File: config.mk
export PLATFORM = sky130hd
export DESIGN_NAME = int16_booth_mul_signed_div_alu
export DESIGN_NICKNAME = d
export VERILOG_FILES = /design/src/rtl/ibm_pkg.sv /design/src/rtl/ibm_div_stage.sv /design/src/rtl/int16_booth_mul_signed_div_alu.sv
export SDC_FILE = /design/constraint.sdc
export NUM_CORES = 2
export LEC_CHECK = 0
export BUFFER_PORTS_ARGS = -buffer_cell sky130_fd_sc_hd__clkbuf_2
export CORE_ASPECT_RATIO = 0.5
export CORE_MARGIN = 3
export CORE_UTILIZATION = 30
export DETAILED_ROUTE_END_ITERATION = 6
export PLACE_DENSITY = 0.45
export SLEW_MARGIN = 15
export SYNTH_ARGS = -nofsm -noshare
export SYNTH_HDL_FRONTEND = slang
export SYNTH_SLANG_ARGS = --single-unit
File: constraint.sdc
create_clock -name clk -period 4.5 [get_ports clk]
set_input_delay 0.45 -clock clk [delete_from_list [all_inputs] [get_ports clk]]
set_output_delay 0.45 -clock clk [all_outputs]
set_load 0.02 [all_outputs]
File: src/rtl/ibm_pkg.sv
// Package for the 16-bit ALU: opcodes, error codes and beat structs.
// No dependencies.
`timescale 1ns / 1ps
package ibm_pkg;
    localparam int WORD_BITS_DEFAULT = 16;

    typedef enum logic [1:0] {
        OP_ADD = 2'd0,
        OP_SUB = 2'd1,
        OP_MUL = 2'd2,
        OP_DIV = 2'd3
    } op_t;

    typedef enum logic [1:0] {
        ERR_OK      = 2'd0,
        ERR_NEG_OVF = 2'd1,
        ERR_DIV_ZERO = 2'd2,
        ERR_DIV_OVF = 2'd3
    } err_t;

    typedef struct packed {
        logic [1:0]         req_type;
        logic signed [15:0] operand_a;
        logic signed [15:0] operand_b;
    } req_t;

    typedef struct packed {
        logic signed [31:0] result_value;
        logic               overflow_flag;
        logic [1:0]         error_code;
    } rsp_t;
endpackage

File: src/rtl/ibm_div_stage.sv
// One pipelined step of the restoring divider on magnitudes.
// Depends on nothing but its parameter.
`timescale 1ns / 1ps
module ibm_div_stage #(
    parameter int W = 16
) (
    input  logic         clk,
    input  logic [W-1:0] rem_in,
    input  logic [W-1:0] quo_in,
    input  logic [W-1:0] div_in,
    output logic [W-1:0] rem_out,
    output logic [W-1:0] quo_out,
    output logic [W-1:0] div_out
);
    logic [W:0]   trial;
    logic [W-1:0] rem_next;
    logic [W-1:0] quo_next;

    always_comb
    begin
        trial = {rem_in, quo_in[W-1]} - {1'b0, div_in};
        if (trial[W])
        begin
            rem_next = {rem_in[W-2:0], quo_in[W-1]};
            quo_next = {quo_in[W-2:0], 1'b0};
        end
        else
        begin
            rem_next = trial[W-1:0];
            quo_next = {quo_in[W-2:0], 1'b1};
        end
    end

    always_ff @(posedge clk)
    begin
        rem_out <= rem_next;
        quo_out <= quo_next;
        div_out <= div_in;
    end
endmodule

File: src/rtl/int16_booth_mul_signed_div_alu.sv
// One beat accepted every cycle.
// The product is formed as a beat enters and is carried beside the divider stages,
// which run one quotient bit per stage.
// Results cannot be stalled, so busy is always low.
// Reset clears only the valid pipeline; data registers take no reset.
`timescale 1ns / 1ps
module int16_booth_mul_signed_div_alu #(
    parameter int WORD_BITS = ibm_pkg::WORD_BITS_DEFAULT
) (
    input  logic          clk,
    input  logic          rst_n,
    input  logic          start,
    output logic          busy,
    input  ibm_pkg::req_t req,
    output logic          done,
    output ibm_pkg::rsp_t rsp
);
    import ibm_pkg::*;
    localparam int W = WORD_BITS;
    localparam int D = W + 1;

    logic [W-1:0] a, b, ma, mb, nb, sum_w;
    logic         sa, sb;
    rsp_t         fast;
    logic [2*W-1:0] prod;
    logic [31:0]  prod32;

    assign busy = 1'b0;
    assign a = W'(req.operand_a);
    assign b = W'(req.operand_b);
    assign sa = a[W-1];
    assign sb = b[W-1];
    assign ma = sa ? W'(-a) : a;
    assign mb = sb ? W'(-b) : b;
    assign nb = W'(-b);

    always_comb
    begin
        fast = '0;
        sum_w = '0;
        case (op_t'(req.req_type))
            OP_ADD:
            begin
                sum_w = a + b;
                fast.overflow_flag = (sa == sb) && (sum_w[W-1] != sa);
            end
            OP_SUB:
            begin
                if (b == {1'b1, {(W-1){1'b0}}})
                    fast.error_code = ERR_NEG_OVF;
                else
                begin
                    sum_w = a + nb;
                    fast.overflow_flag = (sa == nb[W-1]) && (sum_w[W-1] != sa);
                end
            end
            OP_DIV:
            begin
                if (b == '0)
                    fast.error_code = ERR_DIV_ZERO;
                else if (a == {1'b1, {(W-1){1'b0}}} && b == '1)
                    fast.error_code = ERR_DIV_OVF;
            end
            default: ;
        endcase
        fast.result_value = 32'(signed'({{32{sum_w[W-1]}}, sum_w}));
    end

    // Side channel carried alongside the divider stages.
    logic [D-1:0]  vld_reg;
    logic [1:0]    op_reg   [D];
    rsp_t          fast_reg [D];
    logic          neg_reg  [D];
    logic [W-1:0]  rem [W+1];
    logic [W-1:0]  quo [W+1];
    logic [W-1:0]  dvs [W+1];
    logic [W-1:0]  rem0_reg, quo0_reg, dvs0_reg;

    assign prod = ma * mb;

    always_ff @(posedge clk or negedge rst_n)
    begin
        if (!rst_n)
            vld_reg <= '0;
        else
            vld_reg <= {vld_reg[D-2:0], start};
    end

    always_ff @(posedge clk)
    begin
        op_reg[0]   <= req.req_type;
        fast_reg[0] <= fast;
        neg_reg[0]  <= sa ^ sb;
        rem0_reg    <= '0;
        quo0_reg    <= ma;
        dvs0_reg    <= mb;
        for (int i = 1; i < D; i++)
        begin
            op_reg[i]   <= op_reg[i-1];
            fast_reg[i] <= fast_reg[i-1];
            neg_reg[i]  <= neg_reg[i-1];
        end
    end

    assign rem[0] = rem0_reg;
    assign quo[0] = quo0_reg;
    assign dvs[0] = dvs0_reg;

    for (genvar g = 0; g < W; g++)
    begin : g_div
        ibm_div_stage #(.W(W)) u_stage (
            .clk(clk), .rem_in(rem[g]), .quo_in(quo[g]), .div_in(dvs[g]),
            .rem_out(rem[g+1]), .quo_out(quo[g+1]), .div_out(dvs[g+1])
        );
    end

    // The product moves in step with the side channel until the beat reaches the end.
    logic [2*W-1:0] prod_line [D];
    always_ff @(posedge clk)
    begin
        prod_line[0] <= prod;
        for (int i = 1; i < D; i++)
            prod_line[i] <= prod_line[i-1];
    end

    logic [W-1:0] q_w;
    logic [2*W-1:0] p_s;
    always_comb
    begin
        rsp = fast_reg[D-1];
        q_w = neg_reg[D-1] ? W'(-quo[W]) : quo[W];
        p_s = neg_reg[D-1] ? (2*W)'(-prod_line[D-1]) : prod_line[D-1];
        prod32 = 32'(signed'(p_s));
        case (op_t'(op_reg[D-1]))
            OP_MUL: rsp.result_value = prod32;
            OP_DIV:
                if (rsp.error_code == ERR_OK)
                    rsp.result_value = 32'(signed'({{32{q_w[W-1]}}, q_w}));
            default: ;
        endcase
    end

    assign done = vld_reg[D-1];
endmodule

==> metrics.md <==
| Metric | Value |
|---|---|
| I/O pin count | 74 |
| CTS sink count | 1,703 |
| Die X | 640 µm |
| CTS Buf Count | 159 |
| FF-to-FF Start | g_div[9].u_stage.quo_out[15] |
| CTS max path bufs | 4 |
| Root buffer cell | clkbuf_16 |
| Post-synthesis register bit count | 1,703 |
| CP Class | in -> reg |
| # rows | 115 |
| Top FF cell, synth | dfxtp_1 |
| WP buf/inv | 6 |
| First-pass detailed-route iteration total | 7 |
| CP arrival | 7.61 ns |
| Cells after Synth | 5,166 |
| Final HPWL DP | 105,000 µm |
| Initial Util | 30.4% |
| Failing checks | negative setup slack |
| CTS clk-pin slew, worst paths | 0.08 ns |
| WP depth | 27 |
| Vias | 36,100 |
| RSZ-0062 raised after global routing | yes |
| Delay of the slowest critical-path stage | 0.55 ns |
| Syn avg cell area | 11.7 µm² |
| Fillers | 19,000 |
| Synthesized area | 60,300 µm² |
| Final WL | 135,000 µm |
| Tightest Pin Transition | 1.09 ns |
| Worst setup margin | -2.47 ns |
| Status | finished with violations |
| Number of warnings issued by yosys | 0 |
| Hold Violations, Final | 0 |
| Final worst path period share | 155% |
| DR vias/cell | 4.29 |
| Slowest CP cell | or4_4 |
| Final Wtd Congestion | 0.848 |
| Top delay family on crit path | adder cells |
| Sequential area share after synthesis | 56.7% |
| Hold Crit Start | req[16] |
| Global-route wire length before repair | 215,000 µm |
| Antenna-violating nets left | 0 |
| Routed length per placed instance | 16.0 µm |
| Port bufs | 72 |
| Endpoints failing setup | 26 |
| CTS tree | yes |
| Final #Nets | 6,309 |
| GR Overflow Total | 0 |
| Largest net degree at the start of global routing | 27 |
| Share of the synthesized area in the top cell type | 56.0% |
| Ratio of cells with drive above 1 in the final layout | 18.5% |
| Number of antenna violations at the first check in global routing | 8 |
| Startpoint types | input port |
| Iter 0 DRT Violations | 1,614 |
| H-tree Lvls | 4 |
| Crit end category | flop |
| HP Class | in -> reg |
| Setup Skew | 0.0489 ns |
| Clk_lat worst skew | 0.80 ns |
| Most frequent CP cell | fa_1 |
| Worst-path maximum fanout | 6 |
| Core region area | 198,000 µm² |
| Post-layout instance area | 73,300 µm² |
| Ys async rst share | 0.998% |
| Area contributors post-synth | dfxtp_1 56%, ha_1 7.9%, fa_1 7.0%, mux2_2 3.7%, inv_1 3.5% |
| Worst flop-to-flop path endpoint | g_div[10].u_stage.rem_out[4] |
| Max reg flops | 544 |
| Relative max-transition margin | 27.2% |
| Cell taking the most area after synthesis | dfxtp_1 |
| Total Routing Usage GR | 13.1% |
| Worst Hold Path EP | quo0_reg[0] |
| Max-slew violations | 0 |
| DR DRC count | 0 |
| Register-to-Register Setup Slack | 0.41 ns |
| Placed inst area | 66,600 µm² |
| WHS Path Cells | 2 |
| Fmax | 143 MHz |
| R2R depth | 12 |
| Count leader, synth | dfxtp_1 |
| Layout area overhead | 21.6% |
| Vias in the first global route | 38,500 |
| Crit path time final | 6.97 ns |
| Cell variety after synth | 83 |
| Most common library cells after synthesis | 1,686 x dfxtp_1, 561 x inv_1, 380 x ha_1, 289 x nor2_1, 248 x nand2_1 |
| Max Cap Violations | 0 |
| EDFF count, synth | 0 |
| CP Data Required Time | 5.14 ns |
| Die area | 207,000 µm² |
| Die height | 323 µm |
-- routing by layer --
metal,track usage (%),wire (µm),vias to the layer above
met5,0,0,-
met1,17.5,65500,17200
met3,2.35,4870,239
met2,21.4,60900,553
met4,4.10,3770,0
li1,-,-,18200
-- per-stage QoR --
step           instances  hold WS, ns  setup slack, ns  TNS [ns]  utilization, %
2_1_floorplan       5173        0.154            -2.84    -49.91               -
3_3_place_gp        8114        0.310            -3.35    -69.42            33.6
3_5_place_dp        8114        0.312            -3.30    -69.57            33.6
4_1_cts             8412      0.00200            -2.39    -45.01            36.8
5_1_grt             8433       0.0370            -2.66    -50.46            37.0
6_report            8433       0.0959            -2.47    -46.45            37.0
-- layout make-up --
class / instances / area [µm²] / area share (%)
timing repair buffer: 430 / 3400 / 4.63
sequential: 1703 / 34200 / 46.6
tap: 2632 / 3290 / 4.49
multi-input combinational: 2816 / 24700 / 33.7
clock inverter: 79 / 1160 / 1.58
antenna: 3 / 7.51 / 0.0102
clock buffer: 198 / 4410 / 6.02
inverter: 572 / 2180 / 2.97
-- how the worst max path moves through the flow --
stage / from / endpoint / slack (ns)
6_report: req[0] / prod_line[0][26] / -2.47
3_3_place_gp: req[1] / prod_line[0][28] / -3.35
2_1_floorplan: req[0] / prod_line[0][28] / -2.84
4_1_cts: req[0] / prod_line[0][28] / -2.39
5_1_grt: req[0] / prod_line[0][28] / -2.66
3_5_place_dp: req[1] / prod_line[0][30] / -3.30
-- repair_timing --
action / CTS / global route
buffers inserted: 17 / 18
resized for setup: 89 / 80
endpoints found under the setup margin: 29 / 29
pin swaps: 41 / 51
endpoints found under the hold margin: 21 / 1
hold buffers: 4 / 1
-- cells in the final DEF (no fill, tap or decap), types with 153 or more instances in the layout --
master     instances
a21oi_1          172
buf_4            315
fa_1             205
inv_1            540
nor2_1           279
dfxtp_1         1684
mux2_2           196
clkbuf_16        163
nand2_1          234
ha_1             355
xnor2_1          188
o21ai_0          153
-- kinds of logic (layout without fill, tap and decap cells) --
logic type	after synthesis	after routing	synth area share [%]
DFF	1703	1703	56.7
and+or+nand+nor	907	907	7.15
AOI/OAI and AO/OA	776	776	8.49
buffers and inverters	654	1279	4.12
adders and majority gates	590	590	14.9
xor gates and xnor gates	302	302	4.41
muxes	233	233	4.27
other	1	11	0.00622
Power is left out: the tool's default activity adds up to more than one toggle a clock period on the data nets, which glitch-free logic cannot reach.
